--- src/rtl/wocr_pkg.sv ---
`default_nettype none
// ----------------------------------------------------------------------------
// wocr_pkg: shared types for the write-ordered completion reorder buffer
// Constants, table entry layout, state codes and the command and status
// bundles between the controller and the datapath.
// ----------------------------------------------------------------------------
package wocr_pkg;

  localparam int unsigned WOCR_ENTRIES = 64;
  localparam int unsigned ID_W         = 32;
  localparam int unsigned IN_TDATA_W   = 40;

  typedef logic [1:0] status_t;
  localparam status_t ST_ORDERED = 2'd0;
  localparam status_t ST_BYPASS  = 2'd1;
  localparam status_t ST_REFUSED = 2'd2;

  typedef struct packed {
    logic            valid;
    logic            ready;
    logic            wr_flag;
    logic [ID_W-1:0] id;
  } entry_t;

  typedef enum logic [1:0] {
    TBL_NONE,
    TBL_REG,
    TBL_READY,
    TBL_RETIRE
  } tbl_op_t;

  typedef enum logic [3:0] {
    S_CLEAR,
    S_IDLE,
    S_ISCAN,
    S_IDEC,
    S_DCHECK,
    S_DLOAD,
    S_DSCAN,
    S_DDEC,
    S_FINISH
  } state_t;

  typedef struct packed {
    logic    clr_step;
    logic    item_load;
    logic    head_load;
    logic    scan_start;
    tbl_op_t tbl_op;
    logic    fifo_push;
    logic    fifo_pop;
    logic    cnt_inc;
    logic    cnt_dec;
    logic    emit;
    status_t emit_status;
    logic    flush;
  } cmd_t;

  typedef struct packed {
    logic clr_last;
    logic scan_done;
    logic hit;
    logic hit_ready;
    logic hit_wr;
    logic free_found;
    logic kind;
    logic wr;
    logic fifo_full;
    logic fifo_empty;
    logic pend_vld;
    logic out_free;
  } sts_t;

endpackage
`default_nettype wire

--- src/rtl/wocr_dp.sv ---
`default_nettype none
// ----------------------------------------------------------------------------
// wocr_dp: task table, write-order FIFO, counters and result registers
// Holds the task table memory with its sequential lookup, the FIFO of write
// ids, the outstanding count, a holding stage for the newest result and the
// output register.
// ----------------------------------------------------------------------------
module wocr_dp import wocr_pkg::*; #(
  parameter  int unsigned ENTRIES = WOCR_ENTRIES,
  localparam int unsigned IW      = $clog2(ENTRIES),
  localparam int unsigned CW      = $clog2(ENTRIES + 1)
) (
  input  logic            clk,
  input  logic            rst_n,
  input  logic            in_kind,
  input  logic [ID_W-1:0] in_id,
  input  logic            in_wr,
  input  cmd_t            cmd,
  output sts_t            sts,
  input  logic            out_ready,
  output logic            out_vld,
  output logic [ID_W-1:0] out_id,
  output logic            out_wr,
  output status_t         out_status,
  output logic [CW-1:0]   out_cnt,
  output logic            out_last
);

  localparam logic [IW-1:0] LAST_IDX = IW'(ENTRIES - 1);
  localparam logic [IW:0]   SCAN_END = (IW + 1)'(ENTRIES);
  localparam logic [CW-1:0] FULL_CNT = CW'(ENTRIES);

  entry_t          tbl_mem [ENTRIES];
  logic [ID_W-1:0] fifo_mem [ENTRIES];

  entry_t          tbl_rd_r;
  logic [ID_W-1:0] fifo_rd_r;
  logic            tbl_we;
  logic [IW-1:0]   tbl_waddr;
  entry_t          tbl_wdata;

  logic [IW-1:0]   clr_idx_r;
  logic [IW:0]     scan_cnt_r;
  logic            busy_r;
  logic            done_r;
  logic            chk_vld_r;
  logic [IW-1:0]   chk_idx_r;
  logic            hit_r;
  logic [IW-1:0]   hit_idx_r;
  logic            hit_ready_r;
  logic            hit_wr_r;
  logic            free_r;
  logic [IW-1:0]   free_idx_r;
  logic            chk_hit;
  logic            chk_free;

  logic [ID_W-1:0] key_r;
  logic            kind_r;
  logic            wr_r;

  logic [IW-1:0]   head_r;
  logic [IW-1:0]   tail_r;
  logic [CW-1:0]   fcnt_r;
  logic [CW-1:0]   cnt_r;

  logic            ordered;
  logic            pend_vld_r;
  logic [ID_W-1:0] pend_id_r;
  logic            pend_wr_r;
  status_t         pend_st_r;
  logic [CW-1:0]   pend_cnt_r;
  logic            out_load;
  logic            out_vld_r;
  logic [ID_W-1:0] out_id_r;
  logic            out_wr_r;
  status_t         out_st_r;
  logic [CW-1:0]   out_cnt_r;
  logic            out_last_r;

  assign chk_hit  = busy_r && chk_vld_r && tbl_rd_r.valid && (tbl_rd_r.id == key_r);
  assign chk_free = busy_r && chk_vld_r && !tbl_rd_r.valid && !free_r;
  assign ordered  = (cmd.emit_status == ST_ORDERED);
  assign out_load = (cmd.emit && pend_vld_r) || cmd.flush;

  always_comb begin
    tbl_we    = 1'b0;
    tbl_waddr = hit_idx_r;
    tbl_wdata = '0;
    if (cmd.clr_step) begin
      tbl_we    = 1'b1;
      tbl_waddr = clr_idx_r;
    end else begin
      case (cmd.tbl_op)
        TBL_REG: begin
          tbl_we    = 1'b1;
          tbl_waddr = hit_r ? hit_idx_r : free_idx_r;
          tbl_wdata = '{valid: 1'b1, ready: 1'b0, wr_flag: wr_r, id: key_r};
        end
        TBL_READY: begin
          tbl_we    = 1'b1;
          tbl_wdata = '{valid: 1'b1, ready: 1'b1, wr_flag: hit_wr_r, id: key_r};
        end
        TBL_RETIRE: begin
          tbl_we = 1'b1;
        end
        default: begin
          tbl_we = 1'b0;
        end
      endcase
    end
  end

  always_ff @(posedge clk) begin
    if (tbl_we) begin
      tbl_mem[tbl_waddr] <= tbl_wdata;
    end
    tbl_rd_r <= tbl_mem[scan_cnt_r[IW-1:0]];
  end

  always_ff @(posedge clk) begin
    if (cmd.fifo_push) begin
      fifo_mem[tail_r] <= key_r;
    end
    fifo_rd_r <= fifo_mem[head_r];
  end

  always_ff @(posedge clk) begin
    if (!rst_n) begin
      clr_idx_r  <= '0;
      scan_cnt_r <= '0;
      busy_r     <= 1'b0;
      done_r     <= 1'b0;
      chk_vld_r  <= 1'b0;
      hit_r      <= 1'b0;
      free_r     <= 1'b0;
      head_r     <= '0;
      tail_r     <= '0;
      fcnt_r     <= '0;
      cnt_r      <= '0;
      pend_vld_r <= 1'b0;
      out_vld_r  <= 1'b0;
    end else begin
      if (cmd.clr_step) begin
        clr_idx_r <= clr_idx_r + 1'b1;
      end
      if (cmd.scan_start) begin
        scan_cnt_r <= '0;
        busy_r     <= 1'b1;
        done_r     <= 1'b0;
        chk_vld_r  <= 1'b0;
        hit_r      <= 1'b0;
        free_r     <= 1'b0;
      end else if (busy_r) begin
        if (scan_cnt_r < SCAN_END) begin
          scan_cnt_r <= scan_cnt_r + 1'b1;
          chk_vld_r  <= 1'b1;
        end else begin
          chk_vld_r <= 1'b0;
        end
        if (chk_hit) begin
          hit_r  <= 1'b1;
          busy_r <= 1'b0;
          done_r <= 1'b1;
        end else if (chk_vld_r && (chk_idx_r == LAST_IDX)) begin
          busy_r <= 1'b0;
          done_r <= 1'b1;
        end
        if (chk_free) begin
          free_r <= 1'b1;
        end
      end
      if (cmd.fifo_push) begin
        tail_r <= (tail_r == LAST_IDX) ? '0 : tail_r + 1'b1;
        fcnt_r <= fcnt_r + 1'b1;
      end else if (cmd.fifo_pop) begin
        head_r <= (head_r == LAST_IDX) ? '0 : head_r + 1'b1;
        fcnt_r <= fcnt_r - 1'b1;
      end
      if (cmd.cnt_inc) begin
        cnt_r <= cnt_r + 1'b1;
      end else if (cmd.cnt_dec) begin
        cnt_r <= cnt_r - 1'b1;
      end
      if (cmd.emit) begin
        pend_vld_r <= 1'b1;
      end else if (cmd.flush) begin
        pend_vld_r <= 1'b0;
      end
      if (out_load) begin
        out_vld_r <= 1'b1;
      end else if (out_ready) begin
        out_vld_r <= 1'b0;
      end
    end
  end

  always_ff @(posedge clk) begin
    if (busy_r) begin
      chk_idx_r <= scan_cnt_r[IW-1:0];
    end
    if (chk_hit) begin
      hit_idx_r   <= chk_idx_r;
      hit_ready_r <= tbl_rd_r.ready;
      hit_wr_r    <= tbl_rd_r.wr_flag;
    end
    if (chk_free) begin
      free_idx_r <= chk_idx_r;
    end
    if (cmd.item_load) begin
      key_r  <= in_id;
      kind_r <= in_kind;
      wr_r   <= in_wr;
    end else if (cmd.head_load) begin
      key_r <= fifo_rd_r;
    end
    if (out_load) begin
      out_id_r   <= pend_id_r;
      out_wr_r   <= pend_wr_r;
      out_st_r   <= pend_st_r;
      out_cnt_r  <= pend_cnt_r;
      out_last_r <= cmd.flush;
    end
    if (cmd.emit) begin
      pend_id_r  <= key_r;
      pend_wr_r  <= ordered ? hit_wr_r : wr_r;
      pend_st_r  <= cmd.emit_status;
      pend_cnt_r <= cnt_r - CW'(ordered);
    end
  end

  always_comb begin
    sts.clr_last   = (clr_idx_r == LAST_IDX);
    sts.scan_done  = done_r;
    sts.hit        = hit_r;
    sts.hit_ready  = hit_ready_r;
    sts.hit_wr     = hit_wr_r;
    sts.free_found = free_r;
    sts.kind       = kind_r;
    sts.wr         = wr_r;
    sts.fifo_full  = (fcnt_r == FULL_CNT);
    sts.fifo_empty = (fcnt_r == '0);
    sts.pend_vld   = pend_vld_r;
    sts.out_free   = !out_vld_r || out_ready;
  end

  assign out_vld    = out_vld_r;
  assign out_id     = out_id_r;
  assign out_wr     = out_wr_r;
  assign out_status = out_st_r;
  assign out_cnt    = out_cnt_r;
  assign out_last   = out_last_r;

endmodule
`default_nettype wire

--- config.mk ---
export PLATFORM = sky130hd
export DESIGN_NAME = wocr_dp
export DESIGN_NICKNAME = d
export VERILOG_FILES = /design/src/rtl/wocr_pkg.sv /design/src/rtl/wocr_dp.sv
export SDC_FILE = /design/constraint.sdc
export NUM_CORES = 2
export LEC_CHECK = 0
export BUFFER_PORTS_ARGS = -buffer_cell sky130_fd_sc_hd__buf_2
export CAP_MARGIN = 20
export CORE_ASPECT_RATIO = 0.5
export CORE_MARGIN = 5
export CORE_UTILIZATION = 35
export DETAILED_ROUTE_END_ITERATION = 10
export PLACE_DENSITY = 0.61
export REMOVE_ABC_BUFFERS = 1
export SLEW_MARGIN = 0
export SYNTH_ARGS = -nofsm -noshare
export SYNTH_HDL_FRONTEND = slang
export SYNTH_MEMORY_MAX_BITS = 65536
export SYNTH_SLANG_ARGS = --single-unit
--- constraint.sdc ---
create_clock -name clk -period 7 [get_ports clk]
set_input_delay 0 -clock clk [delete_from_list [all_inputs] [get_ports clk]]
set_output_delay 0 -clock clk [all_outputs]
set_load 0.02 [all_outputs]
==> summary.md <==
| Metric | Value |
|---|---|
| Total Wirelength | `457000 µm` |
| Fin crit share | `roughly 60%` |
| Post-CTS sizing | `0` |
| Vias in the first global route | `approximately 83000` |
| R2R Path Start | `hit_r` |
| Largest net degree at the start of global routing | `roughly 140` |
| CTS Hold Buffers Added | `121` |
| Top Ports | `107` |
| Core area | `0.491 mm²` |
| Clk_lat worst skew | `0.98 ns` |
| DRT iter0 DRCs | `10500` |
| Seq cells post-synth | `4540` |
| Busiest grt layer | `met2` |
| CTS H-tree depth | `5` |
| Final #Nets | `8256` |
| Post-Syn Area | `~0.17 mm²` |
| Die area | `0.507 mm²` |
| I/O Buffers | `about 110` |
| Max-cap viol count | `0` |
| Worst-path clk slew | `0.06 ns` |
| Comb pwr share | `4.6%` |
| Async set-or-reset flop fraction in the synthesized netlist | `0%` |
| Most numerous cell in the Yosys netlist | `edfxtp_1` |
| Status | `finished clean` |
| Row count | `182` |
| PnR Total Power | `56200 µW` |
| CP Class | `register to register` |
| P&R area growth vs syn | `14.9%` |
| Die W | `1000 µm` |
| Relative slew slack | `~16%` |
| Via Count | `about 83000` |
| Min-delay worst type | `primary input to register` |
| Internal power | `44300 µW` |
| Initial antenna violation count | `59` |
| CP startpoint | `hit_r` |
| Predominant post-synthesis flop cell | `edfxtp_1` |
| CTS Buf Count | `420` |
| Yosys synthesis warning count | `0` |
| Num Clock Sinks | `4540` |
| R2R Setup Slk | `2.80 ns` |
| TritonCTS clock tree | `done` |
| Met3 Use GR | `2.96%` |
| Clock Tree Buf Depth | `4` |
| Crit-path max FO | `19` |
| Layout cells sized above 1 | `27.0%` |
| Yosys top cell by area | `edfxtp_1` |
| Hpwl dp | `258000 µm` |
| Final setup fails | `0` |
| Power per cell area | `284 mW/mm²` |
| Routed len/inst | `just over 30 µm` |
| FILL cells | `42500` |
| Top-area cell type share of the netlist area | `77.2%` |
| Fin. Hold Viols | `0` |
| Synth unique cells | `63` |
| Sw Share | `21.2%` |
| Sequential share of the synthesized area | `78.6%` |
| Post-synthesis xor/xnor area fraction | `0.310%` |
| Avg Inst Size Synth | `22.6 µm²` |
| Mux share of post-synthesis cell area | `15.5%` |
| First-pass GRT wire length | `644000 µm` |
| GRT met1 Usage | `between 20% and 30%` |
| Crit start category | `register` |
| Final Wtd Congestion | `0.831` |
| Number of setup buffers added after CTS | `0` |
| Die height | `between 500 and 600 µm` |
| Clk_skew | `0.0858 ns` |
| Root buffer cell | `clkbuf_16` |
| Min cycle time layout | `~4.2 ns` |
| Slew Viols, Final | `0` |
| Synth cell count leaders | `edfxtp_1, mux4_2, mux2i_1` |
| Synthesized instance count | `7624` |
| Synth Area in Adders | `0.161%` |
| Arrival @ worst endpoint | `4.81 ns` |
| P_sw | `~12000 µW` |
| Ranking of synthesized cells by area | `edfxtp_1, mux4_2, mux2i_1` |
| Vias per inst | `5.50` |
| P_leak | `between 0.05 and 0.06 µW` |
| # DRC | `0` |
| Initial core utilization | `35.1%` |
| Overflow left after global routing | `0` |
| Worst Max-Slew Pin Slew | `1.25 ns` |
| Max VDD drop | `211 µV` |
| CP endpoint | `tbl_mem[3][23]` |
| Clock power frac | `41.1%` |
| Met2 usage | `28.7%` |
| Seq pwr share | `54.3%` |
| CP endpoint kind | `register` |
| Largest family of logic cells by synthesized area | `multiplexers` |
| Cell count of the worst reg-to-reg path | `6` |
| DRT Pass-1 Iters | `5` |
| CP Data Required Time | `7.61 ns` |
| Post-synth EDFFs | `roughly 4400` |
| Synth Area in Simple Gates | `1.51%` |
| GRT Total Usage | `17.5%` |
| F_max | `roughly 240 MHz` |
| Routed Antenna Nets | `0` |
| Synth Area in Compound Gates | `roughly 2.7%` |
| Total Neg Setup Slack | `0 ns` |
| RSZ-0062 raised after global routing | `false` |
| Reg-to-Reg End | `tbl_mem[3][23]` |
cells by family after synthesis:
| group | after synthesis |
|---|---|
| flops | 4540 |
| mux | 1387 |
| compound gates | 668 |
| simple gates | 502 |
| xor+xnor | 61 |
| buf+inv | 445 |
| fa+ha+maj | 21 |
worst min-delay path by stage:
stage	from	to	cells after the start	slack, ns
after floorplan	in_kind	kind_r	0	0.1
after detailed placement	in_kind	kind_r	1	0.18
after global placement	in_kind	kind_r	1	0.18
after CTS	cmd[8]	tbl_mem[2][34]	5	0.01
after global routing	cmd[8]	tbl_mem[2][34]	5	0.07
final	cmd[8]	tbl_mem[2][34]	5	0.06
power by group through the flow:
stage,logic [µW],registers (µW),clock network (µW)
floorplan,1760,31400,0
global placement,2470,31100,0
detailed placement,2540,31100,0
CTS,2620,30500,23400
global route,2740,30500,24600
finish,2590,30500,23100
metal layers:
metal	part of all wire, %	routed length [µm]	up-vias
met5	0.012	55	-
met3	8.2	37600	694
li1	-	-	33600
met1	40	183000	45000
met2	48	221000	3697
met4	3.2	14800	8
area by class of cell:
cell class	instances	area, µm²	area share [%]
clock buffer	519	11100	5.63
sequential	4540	135000	68.4
timing repair buffer	568	4560	2.30
clock inverter	246	2610	1.32
antenna	17	42.5	0.0215
multi-input combinational	2639	36000	18.2
inverter	15	56.3	0.0285
tap	6532	8170	4.13
placed cells by master (no fill, tap or decap), drive strengths merged, types with 19 or more instances in the layout:
master,count
dlygate4sd3,121
bufinv,48
mux2,39
a211oi,21
dfxtp,113
nand2,48
buf,446
mux2i,328
inv,23
o221ai,46
nand3,26
and4,21
o22ai,42
a21oi,69
o21ai,147
clkbuf,520
nand4,21
nor2b,20
a221oi,132
mux4,1020
clkinv,181
a211o,19
and2,52
nor2,213
ha,19
a22oi,118
edfxtp,4427
xnor2,20
xor2,41
stage by stage:
step	hold WS, ns	setup WS (ns)	instance area (µm²)	instances	util, %
after global routing	0.0723	2.61	198000	15100	40.3
after detailed placement	0.180	2.78	183000	14200	37.2
after floorplan	0.0989	-23.22	170000	7194	-
final	0.0562	2.80	198000	15100	40.3
after CTS	0.0100	2.85	198000	15100	40.3
after global placement	0.177	2.76	183000	14200	37.2
state kept, by name, summed over array words and instances, names as in the netlist, 2 cells and up:
| signal | cells |
|---|---|
| fifo_mem | 2048 |
| scan_cnt_r | 7 |
| fifo_rd_r | 32 |
| clr_idx_r | 6 |
| pend_id_r | 32 |
| tbl_rd_r | 35 |
| out_status | 2 |
| tbl_mem | 2240 |
| pend_st_r | 2 |
| head_r | 6 |
| free_idx_r | 6 |
| fcnt_r | 7 |
| key_r | 32 |
| cnt_r | 7 |
| hit_idx_r | 6 |
| pend_cnt_r | 7 |
| out_id | 32 |
| out_cnt | 7 |
| chk_idx_r | 6 |
| tail_r | 6 |
worst max-delay path, stage by stage, from the launching register on:
cell      delay, ns
dfxtp_1        0.34
nand2b_1       0.42
mux2i_1        0.20
o21ai_1        0.59
nand4_1        0.85
nor2_4         1.01
buf_4          0.44
(Power assumes the default switching activity.)
