**config.mk**
```make
export PLATFORM = sky130hd
export DESIGN_NAME = wocr_ctrl
export DESIGN_NICKNAME = d
export VERILOG_FILES = /design/src/rtl/wocr_pkg.sv /design/src/rtl/wocr_ctrl.sv
export SDC_FILE = /design/constraint.sdc
export NUM_CORES = 1
export LEC_CHECK = 0
export BUFFER_PORTS_ARGS = -buffer_cell sky130_fd_sc_hd__buf_2
export CORE_AREA = 8 8 45 47
export CTS_CLUSTER_DIAMETER = 40
export DETAILED_ROUTE_END_ITERATION = 6
export DIE_AREA = 0 0 53 55
export GPL_TIMING_DRIVEN = 0
export PLACE_DENSITY = 0.72
export SYNTH_ARGS = -nofsm -noshare
export SYNTH_HDL_FRONTEND = slang
export SYNTH_SLANG_ARGS = --single-unit
```
**constraint.sdc**
```tcl
create_clock -name clk -period 2 [get_ports clk]
set_input_delay 0.1 -clock clk [delete_from_list [all_inputs] [get_ports clk]]
set_output_delay 0.1 -clock clk [all_outputs]
set_load 0.02 [all_outputs]
```
**src/rtl/wocr_pkg.sv**
```systemverilog
`default_nettype none
// ----------------------------------------------------------------------------
// wocr_pkg: shared types for the write-ordered completion reorder buffer
// Constants, table entry layout, state codes and the command and status
// bundles between the controller and the datapath.
// ----------------------------------------------------------------------------
package wocr_pkg;

  localparam int unsigned WOCR_ENTRIES = 64;
  localparam int unsigned ID_W         = 32;
  localparam int unsigned IN_TDATA_W   = 40;

  typedef logic [1:0] status_t;
  localparam status_t ST_ORDERED = 2'd0;
  localparam status_t ST_BYPASS  = 2'd1;
  localparam status_t ST_REFUSED = 2'd2;

  typedef struct packed {
    logic            valid;
    logic            ready;
    logic            wr_flag;
    logic [ID_W-1:0] id;
  } entry_t;

  typedef enum logic [1:0] {
    TBL_NONE,
    TBL_REG,
    TBL_READY,
    TBL_RETIRE
  } tbl_op_t;

  typedef enum logic [3:0] {
    S_CLEAR,
    S_IDLE,
    S_ISCAN,
    S_IDEC,
    S_DCHECK,
    S_DLOAD,
    S_DSCAN,
    S_DDEC,
    S_FINISH
  } state_t;

  typedef struct packed {
    logic    clr_step;
    logic    item_load;
    logic    head_load;
    logic    scan_start;
    tbl_op_t tbl_op;
    logic    fifo_push;
    logic    fifo_pop;
    logic    cnt_inc;
    logic    cnt_dec;
    logic    emit;
    status_t emit_status;
    logic    flush;
  } cmd_t;

  typedef struct packed {
    logic clr_last;
    logic scan_done;
    logic hit;
    logic hit_ready;
    logic hit_wr;
    logic free_found;
    logic kind;
    logic wr;
    logic fifo_full;
    logic fifo_empty;
    logic pend_vld;
    logic out_free;
  } sts_t;

endpackage
`default_nettype wire

```
**src/rtl/wocr_ctrl.sv**
```systemverilog
`default_nettype none
// ----------------------------------------------------------------------------
// wocr_ctrl: sequencing state machine
// Steps through the table clear, the lookup of each request, the table and
// FIFO updates and the in-order drain of completed writes.
// ----------------------------------------------------------------------------
module wocr_ctrl import wocr_pkg::*; (
  input  logic clk,
  input  logic rst_n,
  input  logic in_valid,
  output logic in_ready,
  input  sts_t sts,
  output cmd_t cmd
);

  state_t state_r;
  state_t state_nxt;
  logic   refuse;

  assign refuse = (!sts.hit && !sts.free_found) || (sts.wr && sts.fifo_full);

  always_ff @(posedge clk) begin
    if (!rst_n) begin
      state_r <= S_CLEAR;
    end else begin
      state_r <= state_nxt;
    end
  end

  always_comb begin
    state_nxt = state_r;
    in_ready  = 1'b0;
    cmd       = '0;
    cmd.tbl_op      = TBL_NONE;
    cmd.emit_status = ST_ORDERED;
    case (state_r)
      S_CLEAR: begin
        cmd.clr_step = 1'b1;
        if (sts.clr_last) begin
          state_nxt = S_IDLE;
        end
      end
      S_IDLE: begin
        in_ready = 1'b1;
        if (in_valid) begin
          cmd.item_load  = 1'b1;
          cmd.scan_start = 1'b1;
          state_nxt      = S_ISCAN;
        end
      end
      S_ISCAN: begin
        if (sts.scan_done) begin
          state_nxt = S_IDEC;
        end
      end
      S_IDEC: begin
        if (!sts.kind) begin
          if (refuse) begin
            cmd.emit        = 1'b1;
            cmd.emit_status = ST_REFUSED;
            state_nxt       = S_FINISH;
          end else begin
            cmd.tbl_op    = TBL_REG;
            cmd.fifo_push = sts.wr;
            cmd.cnt_inc   = !sts.hit;
            state_nxt     = S_IDLE;
          end
        end else if (!sts.hit) begin
          cmd.emit        = 1'b1;
          cmd.emit_status = ST_BYPASS;
          state_nxt       = S_FINISH;
        end else if (!sts.hit_wr) begin
          cmd.tbl_op      = TBL_RETIRE;
          cmd.cnt_dec     = 1'b1;
          cmd.emit        = 1'b1;
          cmd.emit_status = ST_ORDERED;
          state_nxt       = S_DCHECK;
        end else begin
          cmd.tbl_op = TBL_READY;
          state_nxt  = S_DCHECK;
        end
      end
      S_DCHECK: begin
        if (sts.fifo_empty) begin
          state_nxt = S_FINISH;
        end else begin
          state_nxt = S_DLOAD;
        end
      end
      S_DLOAD: begin
        cmd.head_load  = 1'b1;
        cmd.scan_start = 1'b1;
        state_nxt      = S_DSCAN;
      end
      S_DSCAN: begin
        if (sts.scan_done) begin
          state_nxt = S_DDEC;
        end
      end
      S_DDEC: begin
        if (!sts.hit) begin
          cmd.fifo_pop = 1'b1;
          state_nxt    = S_DCHECK;
        end else if (!sts.hit_ready) begin
          state_nxt = S_FINISH;
        end else if (!sts.pend_vld || sts.out_free) begin
          cmd.tbl_op      = TBL_RETIRE;
          cmd.cnt_dec     = 1'b1;
          cmd.emit        = 1'b1;
          cmd.emit_status = ST_ORDERED;
          cmd.fifo_pop    = 1'b1;
          state_nxt       = S_DCHECK;
        end
      end
      S_FINISH: begin
        if (!sts.pend_vld) begin
          state_nxt = S_IDLE;
        end else if (sts.out_free) begin
          cmd.flush = 1'b1;
          state_nxt = S_IDLE;
        end
      end
      default: begin
        state_nxt = S_CLEAR;
      end
    endcase
  end

endmodule
`default_nettype wire

```
==> out/results.tsv, run 1 <==
stage	metric	value	unit
critical_path	CP endpoint kind	primary output	
synthesis	net count after synthesis	89	
critical_path	critical path fanouts, max	10	
critical_path	critical setup path kind	flop to primary output	
cts	Post-CTS Resized	0	
timing	Period minus WS final	1717	ps
drt	mean number of vias per cell	5.339	
grt	initial antenna violation count	0	
finish	Layout area overhead	35.52	%
finish	largest register by flop count	state_r	
die	height of the chip	55	um
power	Comb pwr share	62.9	%
power	total net switching power	0.2473	mW
drt	# DRC	0	
critical_path	Reg2Reg Setup Slack	590	ps
timing	Max-slew headroom	74.11	%
critical_path	crit path DAT	1620	ps
power	sequential share of power	19.9	%
grt	largest net degree at the start of global routing	11	
placement	DPL Wire Length	1264	um
finish	share of layout cells above drive strength 1	36.19	%
critical_path	critical path startpoint	state_r[3]	
timing	final hold violation count	0	
finish	# diodes	0	
synthesis	prevailing post-synth register cell	dfxtp_1	
cts	CTS Buf Count	3	
cts	Root Driver	clkbuf_4	
grt	first-pass GRT wire length	2546	um
synthesis	number of synthesized flops with an enable pin	0	
critical_path	Reg2Reg Depth	5	
power	Pwr Density	792.4	nW/um^2
finish	biggest regs	state_r (4)	
drt	ANT nets after route	0	
placement	GP Congestion	0.8776	
placement	Port Buffers	28	
timing	period utilization	85.87	%
power	internal power	0.3049	mW
timing	fmax	0.5822	GHz
die	chip width	53	um
cts	clk_lat worst skew	230	ps
critical_path	CP Capture Point	cmd[4]	
timing	final setup fails	0	
drt	total wire length	1573	um
power	Static Leak	0.3456	nW
critical_path	reg2reg end	state_r[0]	
finish	Final Core Density	50.36	%
power	switching part of the total	44.78	%
finish	Net count, final	122	
critical_path	reg2reg start	state_r[0]	
cts	clk sinks	4	
grt	vias in the first global route	616	
power	Worst IR Drop VDD	0.4857	mV
cts	H-tree depth	1	
finish	max FFs per register	4	
synthesis	register area share after synthesis	15.57	%
run	# Max-Cap Violations	0	
cts	TritonCTS clock tree	yes	
timing	RSZ-0062 raised after global routing	false	
drt	Pre-antenna DRT Iters	4	
status	status	finished, final reports clean	
grt	Total GRT Usage	11.07	%
cts	hold_buf cts	0	
timing	Max Clock Skew	5.035	ps
cts	Clk pin slew, worst setup/hold paths	40	ps
critical_path	startpoint types	flop	
timing	Worst-Margin Slew	385.5	ps
die	core area	1384	sq um
synthesis	Synth warnings	0	
synthesis	post-synthesis cell type count	37	
die	FP Rows	14	
timing	Slew Limit Fails	0	
power	clock share of power	17.2	%
worst_hold_path	Hold Crit Start	rst_n	
critical_path	Worst EP required	1900	ps
timing	Setup TNS Final	0	ps
synthesis	fraction of registers with async set or reset after synthesis	0	%
die	DIE AREA	2915	sq um
cts	Clock Tree Buf Depth	2	
worst_hold_path	Hold WC Path Type	input pin to flop	
drt	DR iter-0 viols	18	
synthesis	syn avg cell area	6.949	sq um
synthesis	Synth Register Bits	4	
synthesis	Post-Syn Area	514.2	sq um
synthesis	Mapped Cells	74	
cts	postcts setup bufs	0	
die	Initial Utilization	37.16	%
die	I/O Pins	30	
drt	DR WL/cell	13.00	um
drt	via count	646	
grt	grt ovf	0	
[power groups by stage]
stage / sequential (mW) / clock [mW] / combinational, mW
finish: 0.110 / 0.0950 / 0.347
global route: 0.112 / 0.105 / 0.384
CTS: 0.110 / 0.100 / 0.350
detailed placement: 0.111 / 0 / 0.349
global placement: 0.110 / 0 / 0.345
floorplan: 0.107 / 0 / 0.260
[cells in the final DEF (no fill, tap or decap), types with 2 or more instances in the layout]
| cell | Yosys | final |
|---|---|---|
| nand2_1 | 11 | 11 |
| nor2_1 | 8 | 8 |
| nor4_1 | 2 | 2 |
| nand3_1 | 2 | 2 |
| clkbuf_1 | 2 | 2 |
| nor3_1 | 4 | 4 |
| buf_2 | 1 | 29 |
| nand2b_1 | 2 | 2 |
| nor3b_1 | 3 | 3 |
| o21ai_0 | 4 | 4 |
| clkbuf_4 | 0 | 3 |
| dfxtp_1 | 4 | 4 |
| a21boi_0 | 3 | 3 |
| and3b_1 | 2 | 2 |
| buf_6 | 2 | 2 |
| nand4b_1 | 2 | 2 |
[cells in the mapped netlist (2+ instances only)]
master	number	share of area (%)
dfxtp_1	4	16
and3b_1	2	3.4
o21ai_0	4	3.9
nor3b_1	3	4.4
buf_6	2	4.4
nor3_1	4	3.9
nor4_1	2	2.4
a21boi_0	3	4.4
nand3_1	2	1.9
nand2_1	11	8.0
nand2b_1	2	2.4
nor2_1	8	5.8
nand4b_1	2	3.4
clkbuf_1	2	1.5
[routing by layer]
layer	part of all wire (%)	vias up	track usage, %
li1	-	336	-
met1	47	282	13.46
met2	41	28	17.38
met3	12	0	4.545
met4	0	0	3.448
met5	0	-	0
[through the flow]
| step | total power [mW] | area (sq um) | setup WS, ps | hold slack [ps] | instances |
|---|---|---|---|---|---|
| global route | 0.6001 | 696.9 | 198.8 | 168.0 | 121 |
| detailed placement | 0.4599 | 674.4 | 521.4 | 397.1 | 118 |
| CTS | 0.5602 | 696.9 | 269.6 | 157.4 | 121 |
| floorplan | 0.3662 | 514.2 | 490.9 | 238.4 | 74 |
| finish | 0.5522 | 696.9 | 282.5 | 161.6 | 121 |
| global placement | 0.4550 | 674.4 | 536.6 | 393.9 | 118 |
[how the worst min path moves through the flow]
| stage | to | slack, ps | cells past startpoint |
|---|---|---|---|
| finish | state_r[1] | 160 | 3 |
| global route | state_r[1] | 170 | 3 |
| CTS | state_r[1] | 160 | 3 |
| detailed placement | state_r[1] | 400 | 3 |
| global placement | state_r[1] | 390 | 3 |
| floorplan | state_r[1] | 240 | 2 |
[layout make-up]
cell class | instances | area (sq um)
buffer | 6 | 42.54
clock buffer | 3 | 22.52
fill | 145 | 686.9
inverter | 1 | 3.754
multi-input combinational | 63 | 387.9
sequential | 4 | 80.08
tap | 16 | 20.02
timing repair buffer | 28 | 140.1
[worst max-delay path, cell delays in order (launching register included)]
cell	delay, ps
dfxtp_1	300
buf_2	170
nand2b_4	170
nor2_2	250
nand3_1	160
o21ai_1	160
buf_2	180
[kinds of logic (layout without fill, tap and decap cells)]
kind of cell    after synthesis  count (layout)  synth area share [%]
mux                           1               1                 1.947
buf+inv                       7              38                 9.002
compound gates               16              16                 21.17
simple gates                 46              46                 52.32
flops                         4               4                 15.57
Note: power is estimated with default switching activity, not from simulation.
==> run 2: changes to the inputs <==
--- a/config.mk
+++ b/config.mk
@@ -6,12 +6,11 @@
 export NUM_CORES = 1
 export LEC_CHECK = 0
 export BUFFER_PORTS_ARGS = -buffer_cell sky130_fd_sc_hd__buf_2
-export CORE_AREA = 8 8 45 47
+export CORE_MARGIN = 8
+export CORE_UTILIZATION = 30
 export CTS_CLUSTER_DIAMETER = 40
 export DETAILED_ROUTE_END_ITERATION = 6
-export DIE_AREA = 0 0 53 55
 export GPL_TIMING_DRIVEN = 0
-export PLACE_DENSITY = 0.72
 export SYNTH_ARGS = -nofsm -noshare
 export SYNTH_HDL_FRONTEND = slang
 export SYNTH_SLANG_ARGS = --single-unit
==> run 2 against run 1 <==
Sequential share of layout area barely moved. Flip-flop and latch count stayed put. Cell count grew 0.83%. Clock-buffer cell count unchanged. Utilization decreased by 8.6 points. Sequential power barely moved. Hold slack hardly changed.
==> out/results.tsv, run 2 (synthesized netlist as in run 1, its figures left out) <==
stage	metric	value	unit	change
placement	Port Buffers	28		unchanged
drt	top sig layer	met3		
timing	Max Clock Skew	3.493	ps	-1.542 ps
cts	H-tree depth	1		unchanged
finish	max FFs per register	4		unchanged
finish	biggest regs	state_r (4)		
power	PnR Total Power	0.5511	mW	-0.20%
critical_path	startpoint types	flop		
power	total net switching power	0.2462	mW	-0.44%
drt	DR iter-0 viols	20		+2
finish	largest register by flop count	state_r		
finish	Layout area overhead	35.77	%	
die	I/O Pins	30		unchanged
critical_path	crit path DAT	1630	ps	about the same
cts	clk_lat worst skew	230	ps	about the same
timing	final worst setup slack	268.4	ps	-14.16 ps
timing	final setup fails	0		unchanged
drt	mean number of vias per cell	5.221		-2.2%
cts	Post-CTS Resized	0		unchanged
timing	Setup TNS Final	0	ps	unchanged
finish	share of layout cells above drive strength 1	36.19	%	unchanged
grt	grt ovf	0		unchanged
die	core area	1670	sq um	+21%
placement	DPL Wire Length	1311	um	+3.7%
timing	fmax	0.5775	GHz	-0.82%
cts	TritonCTS clock tree	yes		
run	# Max-Cap Violations	0		unchanged
drt	Pre-antenna DRT Iters	4		unchanged
timing	Max-slew headroom	75.29	%	+1.2 points
grt	first-pass GRT wire length	2635	um	+3.5%
cts	Clk pin slew, worst setup/hold paths	40	ps	about the same
grt	largest net degree at the start of global routing	11		unchanged
placement	pre-CTS WS	495.2	ps	-26.16 ps
status	status	finished, final reports clean		
power	clock share of power	17.2	%	about the same
timing	period utilization	86.58	%	+0.71 points
timing	final hold violation count	0		unchanged
drt	total wire length	1588	um	+0.95%
grt	vias in the first global route	607		-1.5%
drt	ANT nets after route	0		unchanged
placement	GP Congestion	0.7843		-11%
power	Pwr Density	789.4	nW/um^2	-0.38%
power	Static Leak	0.3456	nW	unchanged
finish	most frequent cells in the layout	29 x buf_2, 11 x nand2_1, 8 x nor2_1		
timing	Period minus WS final	1732	ps	+14.16 ps
critical_path	critical setup path kind	flop to primary output		
cts	Root Driver	clkbuf_4		
die	chip width	57.40	um	+8.3%
grt	initial antenna violation count	0		unchanged
drt	routed wl met2	642	um	-1.2%
cts	CTS Buf Count	3		unchanged
finish	Fillers	189		+30%
power	sequential share of power	19.9	%	about the same
drt	metal3 WL	134	um	-29%
finish	register area	80.08	sq um	unchanged
finish	footprint of the multi-input gates	387.9	sq um	unchanged
finish	commonest non-fill, non-tap cell in the layout	buf_2		
drt	Met1 Wirelength	811	um	+10%
power	internal power	0.3049	mW	about the same
drt	DR WL/cell	13.02	um	+0.13%
die	Initial Utilization	30.79	%	-6.4 points
finish	Net count, final	122		unchanged
drt	via count	637		-1.4%
cts	Clock Tree Buf Depth	2		unchanged
die	height of the chip	57.40	um	+4.4%
die	DIE AREA	3295	sq um	+13%
power	switching part of the total	44.67	%	-0.11 points
cts	hold_buf cts	0		unchanged
critical_path	critical path fanouts, max	10		unchanged
power	Worst IR Drop VDD	0.4027	mV	-17%
power	Comb pwr share	62.9	%	about the same
timing	Slew Limit Fails	0		unchanged
drt	# DRC	0		unchanged
finish	# diodes	0		unchanged
grt	Total GRT Usage	9.455	%	-1.6 points
die	FP Rows	15		+1
critical_path	Worst EP required	1900	ps	about the same
timing	RSZ-0062 raised after global routing	false		
critical_path	CP endpoint kind	primary output		
cts	clk sinks	4		unchanged
cts	postcts setup bufs	0		unchanged
timing	Worst-Margin Slew	367.3	ps	-18.16 ps
worst_hold_path	Hold WC Path Type	input pin to flop		
run 2: power groups by stage:
stage	logic, mW	clock network, mW	registers [mW]
final	0.347	0.0950	0.109
after detailed placement	0.348	0	0.111
after global placement	0.347	0	0.111
after floorplan	0.260	0	0.107
after global routing	0.381	0.111	0.112
after CTS	0.349	0.0985	0.110
run 2: final cells by class:
| type | count | share of cell area [%] |
|---|---|---|
| Timing Repair Buffer | 28 | 20.07 |
| Multi-Input combinational cell | 63 | 55.56 |
| Buffer | 6 | 6.093 |
| Sequential cell | 4 | 11.47 |
| Inverter | 1 | 0.5376 |
| Tap cell | 17 | 3.047 |
| Clock buffer | 3 | 3.226 |
run 2: through the flow:
step / instance area (sq um) / hold WS, ps / utilization [%] / instances
final: 698.2 / 161.4 / 41.80 / 122
after global placement: 675.6 / 392.4 / 40.45 / 119
after CTS: 698.2 / 153.5 / 41.80 / 122
after detailed placement: 675.6 / 394.8 / 40.45 / 119
after floorplan: 514.2 / 238.4 / - / 74
after global routing: 698.2 / 168.5 / 41.80 / 122
run 2: path summary, 6_finish.rpt:
kind                                  from         end  slack [ps]  depth (start not counted)
worst max-delay path            state_r[3]      cmd[4]         270                          6
worst min-delay path                 rst_n  state_r[1]         160                          3
worst max register to register  state_r[0]  state_r[0]         620                          5
worst min register to register  state_r[0]  state_r[0]         610                          3
run 2: metal layers:
| layer | global-route usage, % | vias up |
|---|---|---|
| li1 | - | 336 |
| met1 | 12.58 | 276 |
| met2 | 13.50 | 25 |
| met3 | 4.036 | 0 |
| met4 | 2.143 | 0 |
| met5 | 0 | - |
run 2: worst max-delay path: stages (launching register included):
cell	delay, ps
dfxtp_1	300
buf_2	170
nand2b_4	170
nor2_2	260
nand3_1	180
o21ai_1	150
buf_2	180
